File: src/rtl/rlat_pkg.sv
`timescale 1ns / 1ps
// ----------------------------------------------------------------------------
// rlat_pkg: shared types and constants for the recovery analysis tables
// Item codes, record types, field widths and the table request/response bundles.
// ----------------------------------------------------------------------------
package rlat_pkg;

  localparam int KEY_W         = 16;
  localparam int LSN_W         = 32;
  localparam int INDEX_W       = 5;
  localparam int TXN_COUNT_W   = 5;
  localparam int DIRTY_COUNT_W = 6;

  localparam int TXN_ENTRIES_DEF  = 16;
  localparam int PAGE_ENTRIES_DEF = 32;

  typedef enum logic [1:0] {
    KIND_CLEAR     = 2'd0,
    KIND_LOG       = 2'd1,
    KIND_READ_TXN  = 2'd2,
    KIND_READ_PAGE = 2'd3
  } kind_t;

  typedef enum logic [2:0] {
    REC_UPDATE       = 3'd0,
    REC_COMMIT       = 3'd1,
    REC_ABORT        = 3'd2,
    REC_COMPENSATION = 3'd3,
    REC_CHECKPOINT   = 3'd4
  } rec_type_t;

  typedef struct packed {
    logic               clear;
    logic               note;
    logic               commit;
    logic               read;
    logic [KEY_W-1:0]   key;
    logic [LSN_W-1:0]   lsn;
    logic [INDEX_W-1:0] index;
  } tbl_req_t;

  typedef struct packed {
    logic             valid;
    logic [KEY_W-1:0] key;
    logic [LSN_W-1:0] lsn;
    logic             dropped;
  } tbl_rsp_t;

endpackage

File: src/rtl/rlat_page_table.sv
`timescale 1ns / 1ps
// ----------------------------------------------------------------------------
// rlat_page_table: dirty page table
// Register table of (page id, recovery lsn) kept in insertion order;
// parallel lookup, lowering of recovery lsn, append, indexed read.
// ----------------------------------------------------------------------------
module rlat_page_table #(
  parameter int Entries = rlat_pkg::PAGE_ENTRIES_DEF
) (
  input  logic                         clk,
  input  logic                         rst,
  input  logic                         step,
  input  rlat_pkg::tbl_req_t           req,
  output rlat_pkg::tbl_rsp_t           rsp,
  output logic [$clog2(Entries+1)-1:0] count_next
);
  import rlat_pkg::*;

  localparam int CW = $clog2(Entries + 1);
  localparam int IW = $clog2(Entries);
  localparam int RW = (CW > INDEX_W) ? CW : INDEX_W;

  logic [KEY_W-1:0] ids  [Entries];
  logic [LSN_W-1:0] lsns [Entries];
  logic [CW-1:0]    used;

  logic [Entries-1:0] hit;
  logic               any_hit;
  logic               full;
  logic               rd_ok;
  logic [IW-1:0]      rd_addr;

  always_comb begin
    for (int i = 0; i < Entries; i++) begin
      hit[i] = (CW'(i) < used) && (ids[i] == req.key);
    end
    any_hit = |hit;
    full    = (used == CW'(Entries));
  end

  always_comb begin
    count_next = used;
    if (req.clear) begin
      count_next = '0;
    end else if (req.note && !any_hit && !full) begin
      count_next = used + CW'(1);
    end
  end

  always_comb begin
    rd_ok       = req.read && (RW'(req.index) < RW'(used));
    rd_addr     = IW'(req.index);
    rsp.valid   = rd_ok;
    rsp.key     = rd_ok ? ids[rd_addr] : '0;
    rsp.lsn     = rd_ok ? lsns[rd_addr] : '0;
    rsp.dropped = req.note && !any_hit && full;
  end

  always_ff @(posedge clk) begin
    if (rst) begin
      used <= '0;
    end else if (step) begin
      used <= count_next;
    end
  end

  always_ff @(posedge clk) begin
    if (step && req.note) begin
      for (int i = 0; i < Entries; i++) begin
        // keep the oldest lsn that dirtied the page
        if (hit[i]) begin
          if (req.lsn < lsns[i]) begin
            lsns[i] <= req.lsn;
          end
        end else if (!any_hit && (CW'(i) == used)) begin
          ids[i]  <= req.key;
          lsns[i] <= req.lsn;
        end
      end
    end
  end

endmodule

File: config.mk
export PLATFORM = sky130hd
export DESIGN_NAME = rlat_page_table
export DESIGN_NICKNAME = d
export VERILOG_FILES = /design/src/rtl/rlat_pkg.sv /design/src/rtl/rlat_page_table.sv
export SDC_FILE = /design/constraint.sdc
export NUM_CORES = 2
export LEC_CHECK = 0
export BUFFER_PORTS_ARGS = -buffer_cell sky130_fd_sc_hd__buf_2
export CAP_MARGIN = 20
export CORE_UTILIZATION = 55
export CTS_CLUSTER_SIZE = 28
export DETAILED_ROUTE_END_ITERATION = 6
export GPL_TIMING_DRIVEN = 0
export PLACE_DENSITY = 0.71
export SYNTH_ARGS = -nofsm -noshare
export SYNTH_HDL_FRONTEND = slang
export SYNTH_SLANG_ARGS = --single-unit
File: constraint.sdc
create_clock -name clk -period 16.8 [get_ports clk]
set_input_delay 3.36 -clock clk [delete_from_list [all_inputs] [get_ports clk]]
set_output_delay 3.36 -clock clk [all_outputs]
set_load 0.02 [all_outputs]
After elaboration in Yosys (flattened, before gate mapping)
Memory sizes are Yosys's and may differ from the RTL's.
Index checks and enable logic that the tools add are counted.
{"block": "op_classes", "add_sub_neg": 1, "order_cmp": 65, "n_eq_ne": 64, "muxes": 385, "bitwise": 32, "reduce_logical": 104}
{"cell": "32-bit 2-to-1 mux", "n": 33}
{"cell": "32-bit less-than comparator", "n": 32}
{"cell": "16-bit equality test", "n": 32}
{"cell": "16-bit 2-to-1 mux", "n": 32}
{"cell": "16-bit OR reduction", "n": 31}
{"cell": "1-bit 2-to-1 mux", "n": 287}
{"cell": "5-bit 2-to-1 mux", "n": 31}
{"cell": "5-bit by 6-bit equality test with 1-bit output (first input constant)", "n": 16}
{"cell": "5-bit by 6-bit less-than comparator with 1-bit output (first input constant)", "n": 16}
{"cell": "1-bit logical AND", "n": 69}
{"cell": "4-bit by 6-bit equality test with 1-bit output (first input constant)", "n": 8}
{"cell": "4-bit by 6-bit less-than comparator with 1-bit output (first input constant)", "n": 8}
{"cell": "1-bit bitwise OR", "n": 32}
{"cell": "32-bit OR reduction", "n": 1}
{"cell": "3-bit by 6-bit equality test with 1-bit output (first input constant)", "n": 4}
{"cell": "3-bit by 6-bit less-than comparator with 1-bit output (first input constant)", "n": 4}
{"cell": "2-bit by 6-bit equality test with 1-bit output (first input constant)", "n": 2}
{"cell": "1-bit by 6-bit less-than comparator with 1-bit output (first input constant)", "n": 2}
{"cell": "2-bit by 6-bit less-than comparator with 1-bit output (first input constant)", "n": 2}
{"cell": "6-bit 2-to-1 mux", "n": 2}
{"cell": "6-bit by 1-bit adder with 6-bit output (second input constant)", "n": 1}
{"cell": "1-bit by 6-bit equality test with 1-bit output (first input constant)", "n": 1}
{"cell": "6-bit equality test (second input constant)", "n": 1}
{"cell": "6-bit zero test", "n": 1}
{"cell": "2 further kinds", "n": 3}
{"block": "totals", "register_bits": 6, "ramBits": 1536, "in_bits": 60, "output_inout_bits": 56, "elab_cells": 654, "memories": 2}
{"name": "lsns", "words": 32, "word_bits": 32, "read_ports": 33, "rd_clocked_by_memory_dff": 0, "wr": 32, "line_no": "rlat_page_table.sv:24", "rtl": "logic [LSN_W-1:0] lsns [Entries];"}
{"name": "ids", "words": 32, "word_bits": 16, "read_ports": 33, "rd_clocked_by_memory_dff": 0, "wr": 1, "line_no": "rlat_page_table.sv:23", "rtl": "logic [KEY_W-1:0] ids [Entries];"}

Depth between registers and ports, before layout
{"block": "logic_depth", "depth_word": 41, "ltp_mapped": 14}

Least setup slack after synthesis
Ideal clock, no wire load.
{"block": "synth_path", "path_kind": "input -> output", "startpoint": "input req[1] (netlist bit)", "endpoint": "output rsp[1] (netlist bit)", "t_arrival_ns": 5.761, "path_slack_ns": 7.679, "path_stages": 7, "path_buffers": 3, "cell_sequence": "clkbuf_1 > buf_1 > buf_1 > mux4_2 > mux4_2 > mux2i_1 > nor2_1"}
{"element": "start: declaration", "line_no": "rlat_page_table.sv:13", "rtl": "input rlat_pkg::tbl_req_t req,"}
{"element": "end: declaration", "line_no": "rlat_page_table.sv:14", "rtl": "output rlat_pkg::tbl_rsp_t rsp,"}

==> results.md <==
- Status: finished with violations
- Violated checks: design-rule violations
- Async S/R FF share, synth: 0
- Setup tns final: 0 ns
- Hold endpoint: used[0]
- Drt drc: 1
- Syn nets: 7728
- Die height: 408 um
- Total congestion overflow: 0
- Via count: 62000
- Reg2reg path depth: 15
- Drt wl/cell: 33.2 um
- DIE AREA: 166000 um2
- Top-area cell type share of the netlist area: 0.510
- P_leak: 41.2 nW
- CTS tree: yes
- Final wirelength: 313000 um
- CTS buffer count: 170
- RSZ-0062 raised after global routing: no
- CP required: 13.44 ns
- CP Data Arrival Time: 8.82 ns
- Reg-to-reg startpoint: used[5]
- Max Clock Skew: 0.0445 ns
- Drt via density: 6.59
- H-tree levels: 4
- Busiest metal layer after global routing: met2
- Count of standard-cell rows: 148
- Worst slew margin: 0.0954
- Detailed router's first-iteration violation count: 9370
- Crit. End Element: primary output
- Fin. Hold Viols: 0
- Cell depth of the worst hold path: 2
- CTS Hold Buffers Added: 0
- Starting Density: 0.555
- FMAX: 82.1 MHz
- Cell mode on critical path: clkbuf_1
- Most frequent cell after synthesis: edfxtp_1
- EDFF count, synth: 1536
- Vias in the first global route: 59800
- Layout Cells excl Fill: 9406
- Period utilization: 0.725
- Share of cells above drive strength 1: 0.156
- Peak VDD IR: 0.0926 mV
- Register area share after synthesis: 0.511
- Skew-Pair Late Insertion Delay: 0.86 ns
- Slew Viols, Final: 0
- CTS Sinks: 1542
- HP Class: register to register
- Post-CTS Setup Bufs: 0
- CTS clock-pin slew for the worst setup and hold paths: 0.06 ns
- Synth cell count leaders: 1536 x edfxtp_1, 1004 x inv_1, 1000 x ha_1
- Antenna Violating Nets Remaining: 0
- Actual slew at the worst max-slew pin: 1.32 ns
- Met2 Use GR: 0.541
- Largest cells by area after synthesis: edfxtp_1 51%, ha_1 14%, mux4_2 12%, inv_1 4.2%, xor2_1 3.4%
- Slowest Stage Delay on Critical Path: 0.88 ns
- Critical Path Start Type: primary input
- CTS root buf: clkbuf_16
- Power Dens Cells: 87.4 nW/um2
- Global-route wire length before repair: 438000 um
- Routability cong.: 1.07
- Initial antenna violation count: 18
- Maxcap violations: 0
- Top_reg_cell synth: edfxtp_1
- Number of synthesized register bits: 1542
- Area delta synth->final: 12.5%
- Largest net degree at the start of global routing: 65
- HPWL after DPL: 236000 um
- 1st-pass router iterations: 7
- Die X: 408 um
- Crit path max fanout: 10
- Worst path slowest cell: clkbuf_2
- Synth cell types: 65
- Met3 Usage GRT: 0.107
- GRT Total Usage: 0.374
- Synth area leader: edfxtp_1
- I/O Pins: 116
- Met1 usage: 0.501
- Sequence of cells on the critical path: clkbuf_1, clkbuf_2, clkbuf_1, clkbuf_1, buf_8, mux4_2, mux4_2, mux2i_1, nor2_1, buf_2
- Placed cell count: 9086
- Syn. warnings: 0
- Core area: 163000 um2
- Fin crit period: 12.18 ns
- Post-Syn Area per Cell: 13.6 um2
- Number of port buffers: 112
- R2R Path End: lsns[21][12]
- CP Class: primary input to primary output
- Post-Syn Area: 90500 um2
- Post-Syn Instances: 6668
- Fin nets: 8149
- Flop2flop setup slack: 10.83 ns
- Post-CTS resize count: 0
- Setup violators final: 0
- Longest Clk Path Bufs: 3
- HP Start: used[0]
==> registers in the layout, summed over array words and instances (netlist names) <==
name / flops
ids: 512
lsns: 1024
used: 6
==> layout make-up <==
| class | instances | area [um2] |
|---|---|---|
| tap | 2175 | 2720 |
| antenna | 10 | 25.0 |
| inverter | 1006 | 3780 |
| buffer | 207 | 1050 |
| timing repair buffer | 249 | 2730 |
| fill | 12200 | 61200 |
| clock buffer | 217 | 4620 |
| clock inverter | 87 | 747 |
| sequential | 1542 | 46200 |
| multi-input combinational | 3913 | 39900 |
==> cells in the final DEF (no fill, tap or decap), types with 141 or more instances in the layout <==
cell type | netlist | final
nand4_1 | 223 | 223
clkbuf_16 | 0 | 179
xnor2_1 | 161 | 161
a21o_1 | 261 | 259
inv_1 | 1004 | 1004
xor2_1 | 355 | 355
edfxtp_1 | 1536 | 1536
o21ai_0 | 147 | 146
ha_1 | 1000 | 1000
mux4_2 | 480 | 480
a21oi_1 | 305 | 305
nor2_1 | 147 | 141
==> critical path, delay by kind of cell <==
family                 cells  cell delay (ns)
AND/OR/NAND/NOR            1             0.08
multiplexers               3             1.74
buffers and inverters      6             3.60
==> where the power goes <==
group          switching (mW)  internal, mW
Combinational           0.614         0.330
Sequential            0.00440          4.24
Clock                    1.59          2.12
==> logic make-up (layout without fill, tap and decap cells) <==
family,Yosys count,count (layout),synth area share
AOI/OAI and AO/OA,897,897,0.0626
xor gates and xnor gates,516,516,0.0499
adders and majority gates,1000,1000,0.138
buffers and inverters,1213,1766,0.0532
DFF,1542,1542,0.511
muxes,528,528,0.125
other,0,10,0
and+or+nand+nor,972,972,0.0602
==> stage by stage <==
stage / worst slack, ns / power, mW / utilization / hold WS [ns] / cell area, um2
2_1_floorplan: 7.68 / 4.80 / - / 0.641 / 90500
6_report: 4.62 / 8.90 / 0.625 / 0.806 / 102000
4_1_cts: 4.98 / 8.87 / 0.624 / 0.782 / 102000
3_5_place_dp: 4.99 / 5.24 / 0.591 / 0.775 / 96300
3_3_place_gp: 4.07 / 5.19 / 0.575 / 0.778 / 93800
5_1_grt: 4.83 / 9.06 / 0.624 / 0.833 / 102000
==> routing by layer <==
metal / vias up / wire (um)
met2: 4157 / 133000
met5: - / 108
met1: 30800 / 117000
met3: 966 / 39900
met4: 18 / 23100
li1: 26000 / -
==> worst max path at each step <==
stage                 start          to  slack, ns
floorplan            req[1]      rsp[1]       7.68
global placement    req[48]  lsns[3][0]       4.07
detailed placement   req[0]     rsp[23]       4.99
CTS                  req[0]     rsp[23]       4.98
global route         req[0]     rsp[24]       4.83
finish               req[0]     rsp[24]       4.62
(Power assumes the default switching activity.)
