==> src/rtl/rlat_pkg.sv <==
`timescale 1ns / 1ps
// ----------------------------------------------------------------------------
// rlat_pkg: shared types and constants for the recovery analysis tables
// Item codes, record types, field widths and the table request/response bundles.
// ----------------------------------------------------------------------------
package rlat_pkg;

  localparam int KEY_W         = 16;
  localparam int LSN_W         = 32;
  localparam int INDEX_W       = 5;
  localparam int TXN_COUNT_W   = 5;
  localparam int DIRTY_COUNT_W = 6;

  localparam int TXN_ENTRIES_DEF  = 16;
  localparam int PAGE_ENTRIES_DEF = 32;

  typedef enum logic [1:0] {
    KIND_CLEAR     = 2'd0,
    KIND_LOG       = 2'd1,
    KIND_READ_TXN  = 2'd2,
    KIND_READ_PAGE = 2'd3
  } kind_t;

  typedef enum logic [2:0] {
    REC_UPDATE       = 3'd0,
    REC_COMMIT       = 3'd1,
    REC_ABORT        = 3'd2,
    REC_COMPENSATION = 3'd3,
    REC_CHECKPOINT   = 3'd4
  } rec_type_t;

  typedef struct packed {
    logic               clear;
    logic               note;
    logic               commit;
    logic               read;
    logic [KEY_W-1:0]   key;
    logic [LSN_W-1:0]   lsn;
    logic [INDEX_W-1:0] index;
  } tbl_req_t;

  typedef struct packed {
    logic             valid;
    logic [KEY_W-1:0] key;
    logic [LSN_W-1:0] lsn;
    logic             dropped;
  } tbl_rsp_t;

endpackage

==> src/rtl/rlat_txn_table.sv <==
`timescale 1ns / 1ps
// ----------------------------------------------------------------------------
// rlat_txn_table: pending transaction table
// Register table of (transaction id, last lsn) kept in insertion order;
// parallel lookup, append, in-order removal with compaction, indexed read.
// ----------------------------------------------------------------------------
module rlat_txn_table #(
  parameter int Entries = rlat_pkg::TXN_ENTRIES_DEF
) (
  input  logic                         clk,
  input  logic                         rst,
  input  logic                         step,
  input  rlat_pkg::tbl_req_t           req,
  output rlat_pkg::tbl_rsp_t           rsp,
  output logic [$clog2(Entries+1)-1:0] count_next
);
  import rlat_pkg::*;

  localparam int CW = $clog2(Entries + 1);
  localparam int IW = $clog2(Entries);
  localparam int RW = (CW > INDEX_W) ? CW : INDEX_W;

  logic [KEY_W-1:0] ids  [Entries];
  logic [LSN_W-1:0] lsns [Entries];
  logic [CW-1:0]    used;

  logic [Entries-1:0] hit;
  logic [Entries-1:0] shift_down;
  logic               any_hit;
  logic               full;
  logic               rd_ok;
  logic [IW-1:0]      rd_addr;

  always_comb begin
    for (int i = 0; i < Entries; i++) begin
      hit[i] = (CW'(i) < used) && (ids[i] == req.key);
    end
    // entries at or above the removed one move down one slot
    for (int i = 0; i < Entries; i++) begin
      shift_down[i] = 1'b0;
      for (int j = 0; j <= i; j++) begin
        shift_down[i] = shift_down[i] | hit[j];
      end
    end
    any_hit = |hit;
    full    = (used == CW'(Entries));
  end

  always_comb begin
    count_next = used;
    if (req.clear) begin
      count_next = '0;
    end else if (req.note && !any_hit && !full) begin
      count_next = used + CW'(1);
    end else if (req.commit && any_hit) begin
      count_next = used - CW'(1);
    end
  end

  always_comb begin
    rd_ok       = req.read && (RW'(req.index) < RW'(used));
    rd_addr     = IW'(req.index);
    rsp.valid   = rd_ok;
    rsp.key     = rd_ok ? ids[rd_addr] : '0;
    rsp.lsn     = rd_ok ? lsns[rd_addr] : '0;
    rsp.dropped = req.note && !any_hit && full;
  end

  always_ff @(posedge clk) begin
    if (rst) begin
      used <= '0;
    end else if (step) begin
      used <= count_next;
    end
  end

  always_ff @(posedge clk) begin
    if (step && req.note) begin
      for (int i = 0; i < Entries; i++) begin
        if (hit[i]) begin
          lsns[i] <= req.lsn;
        end else if (!any_hit && (CW'(i) == used)) begin
          ids[i]  <= req.key;
          lsns[i] <= req.lsn;
        end
      end
    end else if (step && req.commit) begin
      for (int i = 0; i < Entries - 1; i++) begin
        if (shift_down[i]) begin
          ids[i]  <= ids[i+1];
          lsns[i] <= lsns[i+1];
        end
      end
    end
  end

endmodule

==> config.mk <==
export PLATFORM = sky130hd
export DESIGN_NAME = rlat_txn_table
export DESIGN_NICKNAME = d
export VERILOG_FILES = /design/src/rtl/rlat_pkg.sv /design/src/rtl/rlat_txn_table.sv
export SDC_FILE = /design/constraint.sdc
export NUM_CORES = 2
export LEC_CHECK = 0
export ABC_AREA = 0
export BUFFER_PORTS_ARGS = -buffer_cell sky130_fd_sc_hd__buf_2
export CAP_MARGIN = 15
export CORE_AREA = 2 2 362 221
export DETAILED_ROUTE_END_ITERATION = 8
export DIE_AREA = 0 0 364 223
export HOLD_SLACK_MARGIN = 0.15
export PLACE_DENSITY = 0.74
export SLEW_MARGIN = 20
export SYNTH_ARGS = -nofsm -noshare
export SYNTH_HDL_FRONTEND = slang
export SYNTH_SLANG_ARGS = --single-unit
==> constraint.sdc <==
create_clock -name clk -period 5.3 [get_ports clk]
set_input_delay 1.06 -clock clk [delete_from_list [all_inputs] [get_ports clk]]
set_output_delay 1.06 -clock clk [all_outputs]
set_load 0.02 [all_outputs]
After elaboration in Yosys (flattened, before gate mapping):

Memories as Yosys holds them, arrays and structs flattened.
Cells that the tools add are included.
Widths: inputs -> output; s select.

* bits in registers: 5
* latch bits: 0
* memory bits (writable): 768
* bits in read-only memories: 0
* input port bits: 60
* output and inout bits: 55
* memories: 2

Memory list
* lsns: words 16, bits a word 32, read ports 16, clocked after memory_dff 0, write ports 16, line rlat_txn_table.sv:24 `logic [LSN_W-1:0] lsns [Entries];`
* ids: words 16, bits a word 16, read ports 17, clocked after memory_dff 0, write ports 15, line rlat_txn_table.sv:23 `logic [KEY_W-1:0] ids [Entries];`

* add/subtract/negate cells: 2
* multiply operators: 0
* div/mod/pow operators: 0
* magnitude comparators: 17
* equal/unequal tests: 32
* shift-type cells: 0
* muxes and demuxes: 225
* bitwise logic cells: 60
* reduce and logical (&&, ||, !) cells: 44

Operators with widths (count)
* $mux 32: 32
* $mux 16: 17
* $eq 16x16->1: 16
* $mux 1: 172
* $or 1x1->1: 60
* $eq 4x5->1 const A: 8
* $lt 4x5->1 const A: 8
* $logic_and 1x1->1: 39
* $reduce_or 16->1: 2
* $eq 3x5->1 const A: 4
* $lt 3x5->1 const A: 4
* $mux 5: 3
* $eq 2x5->1 const A: 2
* $lt 1x5->1 const A: 2
* $lt 2x5->1 const A: 2
* $add 5x1->5 const B: 1
* $eq 1x5->1 const A: 1
* $eq 5x5->1 const B: 1
* $logic_not 5->1: 1
* $lt 5x5->1: 1
* $sub 5x1->5 const B: 1
* $mux 4: 1
* $logic_not 1->1: 2

Logic depth before layout (Yosys ltp):

* depth in word-level cells: 21
* gate-level depth with buffers: 17

Least setup slack after synthesis:

Ideal clock, no wire load.

* path kind: in2reg
* start: input port req[39] in the netlist's numbering
* end: memory ids[8][0] (enable)
* setup time: 0.395 ns
* arrival: 4.672 ns
* setup slack: 0.233 ns
* stages on the path: 13
* path through: buf_2 > xor2_1 > or4_1 > nor3_2 > o2bb2a_4 > nand3_2 > nor4b_4 > mux2i_1 > and4bb_1 > nand4_4 > buf_6 > buf_2 > o22ai_1

RTL lines
* start: declaration: line rlat_txn_table.sv:13 `input rlat_pkg::tbl_req_t req,`
* end: declaration: line rlat_txn_table.sv:23

Final worst setup path:

* start: input port req[51] in the netlist's numbering
* end: output port count_next[3]

* longest elaborated chain between the ends: 8
* elaborated cells on any way between the ends: 40
* those cells by class: 16 x eq/ne; 3 x mux; 21 x reduce/logical

RTL lines
* $eq 16x16->1: line rlat_txn_table.sv:36 `hit[i] = (CW'(i) < used) && (ids[i] == req.key);`
* $logic_and 1x1->1: line rlat_txn_table.sv:36
* $reduce_or 16->1 *: line rlat_txn_table.sv:45 `any_hit = |hit;`
* $logic_not 1->1: line rlat_txn_table.sv:53 `end else if (req.note && !any_hit && !full) begin`
* $logic_and 1x1->1 (2 in a row): line rlat_txn_table.sv:53
* $mux 5 *: line rlat_txn_table.sv:53
* $mux 5 *: line rlat_txn_table.sv:51 `if (req.clear) begin`
* end: declaration: line rlat_txn_table.sv:15 `output logic [$clog2(Entries+1)-1:0] count_next`

Every way passes the cells marked *; elsewhere a longest branch is shown, timed or not.

==> metrics.yaml <==
cp-endpoint: "count_next[3]"
vias_per_cell: 6.88
initial_core_util_pct: 54.3
postRouteAntennaNets: 0
dp.cells: 4088
grt_max_degree: 108
ys_ff_latch: 773
worstSetupPathType: "input pin to output port"
syn2layout_area_growth_pct: 15.7
finalNetCount: 3171
cp_common_cell: "buf_4"
fin_hold_ws_ns: 0.543
r2r_slack_ns: 0.95
synth_area_um2: 42400
finalWirelength_um: 148000
finalHoldViolCount: 0
first_iter_violations: 4730
final_area_um2: 49100
cpPeakStageDelay_ns: 0.58
cp_slowest_cell: "or4b_4"
synth_area_leaders: "edfxtp_1 (54%), mux4_2 (13%), a21o_1 (5.1%), a22o_1 (4.0%), xor2_1 (3.0%)"
setup_viol: 0
worstHoldStart: "lsns[4][8]$_DFFE_PP_"
worst_pin_slew_ns: 1.07
synth_most_common_cell: "edfxtp_1"
synth_top_area_share_pct: 54.3
worstPathCellList: "clkbuf_4, buf_4, xor2_1, nor4_1, nand4_1, nand3_1, or4b_4, buf_12, or3_1, nand2_2, xnor2_1, nor2_1, buf_4, buf_4"
clock-sinks: 773
fin_crit_ns: 5.30
fillers: 5729
grt_pass1_vias: 28300
dpl_cell_area_um2: 46300
finalCritPeriodShare_pct: 100
crit_required_ns: 4.24
drt_first_pass_iters: 7
end_kind: "output port"
clk_pin_slew_worst_paths_ns: 0.06
synth_largest_area_cell: "edfxtp_1"
wire_per_inst_um: 35.0
avgSynthCellArea_um2: 14.8
core_area_um2: 78200
cpLargestDelayFamily: "simple AND/OR/NAND/NOR gates"
regArea_um2: 23200
fin_skew_ns: 0.0248
post_cts_buffers: 0
p_leak_nw: 18.5
drv_cap: 0
drive_gt1_share_pct: 32.0
rr_endpoint: "ids[0][5]$_DFFE_PP_"
grt_pass1_wl_um: 209000
stdcell_count: 4234
path_depth: 14
die-area_um2: 81200
crit_start: "req[51]"
busiest_layer: "met1"
ys_dominant_reg_cell: "edfxtp_1"
grt_util_met1_pct: 56.1
hp-class: "flop to flop"
multi_input_area_um2: 18200
cp.arrival_ns: 4.24
timing.max_slew.rel_slack_pct: 28.2
synth_nets: 2937
worstPathMaxFanout: 14
p_per_area_nw_per_um2: 278
worst_slack_ns: 0.00175
place.gp.congestion: 1.06
io_pins: 115
use_met3_pct: 19.5
max_freq_ghz: 0.189
clock_latency_ns: 0.66
ir_drop_mv: 0.232
grt_overflow: 0
grt.met2_usage_pct: 44.5
dp_hpwl_um: 104000
reg2reg_from: "used[0]$_SDFFE_PP0P_"
antenna_found_initial: 7
cp-start-kind: "input pin"
ys_top_cells_by_count: "edfxtp_1 (768), a21o_1 (290), mux4_2 (240), a22o_1 (194), clkbuf_1 (152)"
die_w_um: 364
ys_seq_area_share_pct: 54.6
final.setup.tns_ns: 0
yosys_warnings: 0
ctsHoldBuffers: 0
row_count: 80
syn_inst: 2868
status: "complete, no violations"
rsz0062_at_grt: "false"
dpl_worst_slack_ns: -0.111
synth_edf_count: 768
root_buffer: "clkbuf_16"
route.detailed.drc: 0
synthArstFlopShare_pct: 0
htreeDepth: 3
cts_tree: "built"
cts_buffers: 78
port_buffers: 114
dr_total_vias: 29100
clockBufferDepth: 3
cp.buffers_inverters: 5
synth_cell_type_count: 79
ff2ff_path_depth: 12
die_h_um: 223
grt.total_usage_pct: 36.5
slew_violations: 0
-- cells by family after synthesis --
group	after synthesis	share of synthesized area (%)
compound gates	560	10.3
xor+xnor	261	5.39
fa+ha+maj	9	0.265
buf+inv	293	3.51
flops	773	54.6
mux	467	19.3
simple gates	505	6.67
-- placed cells by master (no fill, tap or decap), types with 83 or more instances in the layout --
cell	n
a21o_1	290
buf_4	268
buf_2	100
nor2b_1	86
xor2_1	130
edfxtp_1	768
mux2_4	83
a22o_1	194
mux4_2	240
nor2_1	108
xnor2_1	112
-- where the power goes --
part	internal (mW)	switching, mW
Combinational	0.564	0.694
Sequential	6.70	0.0134
Clock	3.19	2.49
-- flip-flops by register name (all words and copies together) (netlist names) --
signal	cells
lsns	512
ids	256
used	5
-- worst min-delay path by stage --
stage,endpoint,depth (start not counted),slack [ns]
CTS,lsns[1][31]$_DFFE_PP_,1,0.54
finish,lsns[3][8]$_DFFE_PP_,1,0.54
global route,lsns[1][31]$_DFFE_PP_,1,0.55
detailed placement,lsns[5][9]$_DFFE_PP_,1,0.53
global placement,lsns[4][4]$_DFFE_PP_,1,0.52
floorplan,lsns[0][0]$_DFFE_PP_,1,0.52
-- through the flow --
stage / util, % / power (mW)
CTS: 62.5 / 13.6
detailed placement: 59.2 / 8.05
finish: 62.8 / 13.7
global route: 62.8 / 14.0
floorplan: - / 7.59
global placement: 59.2 / 8.03
-- layout make-up --
cell class | count | area share, %
Tap cell | 1066 | 2.72
Sequential cell | 773 | 47.2
Antenna cell | 4 | 0.0204
Clock buffer | 98 | 4.24
Clock inverter | 44 | 0.918
Timing Repair Buffer | 437 | 7.73
Multi-Input combinational cell | 1802 | 37.1
Inverter | 10 | 0.0765
-- what timing repair did --
item,in CTS,in global routing
gates resized for setup,7,37
gates cloned,0,0
pin swaps,1,2
setup endpoints to repair,4,5
endpoints found under the hold margin,0,0
-- metal layers --
layer,part of all wire (%),up-vias,wire length [um]
met2,38,2227,56200
li1,-,11800,-
met3,18,220,26800
met5,0.22,-,323
met4,2.0,10,3030
met1,42,14900,61700
No activity file was read; power rests on OpenSTA's default activity.
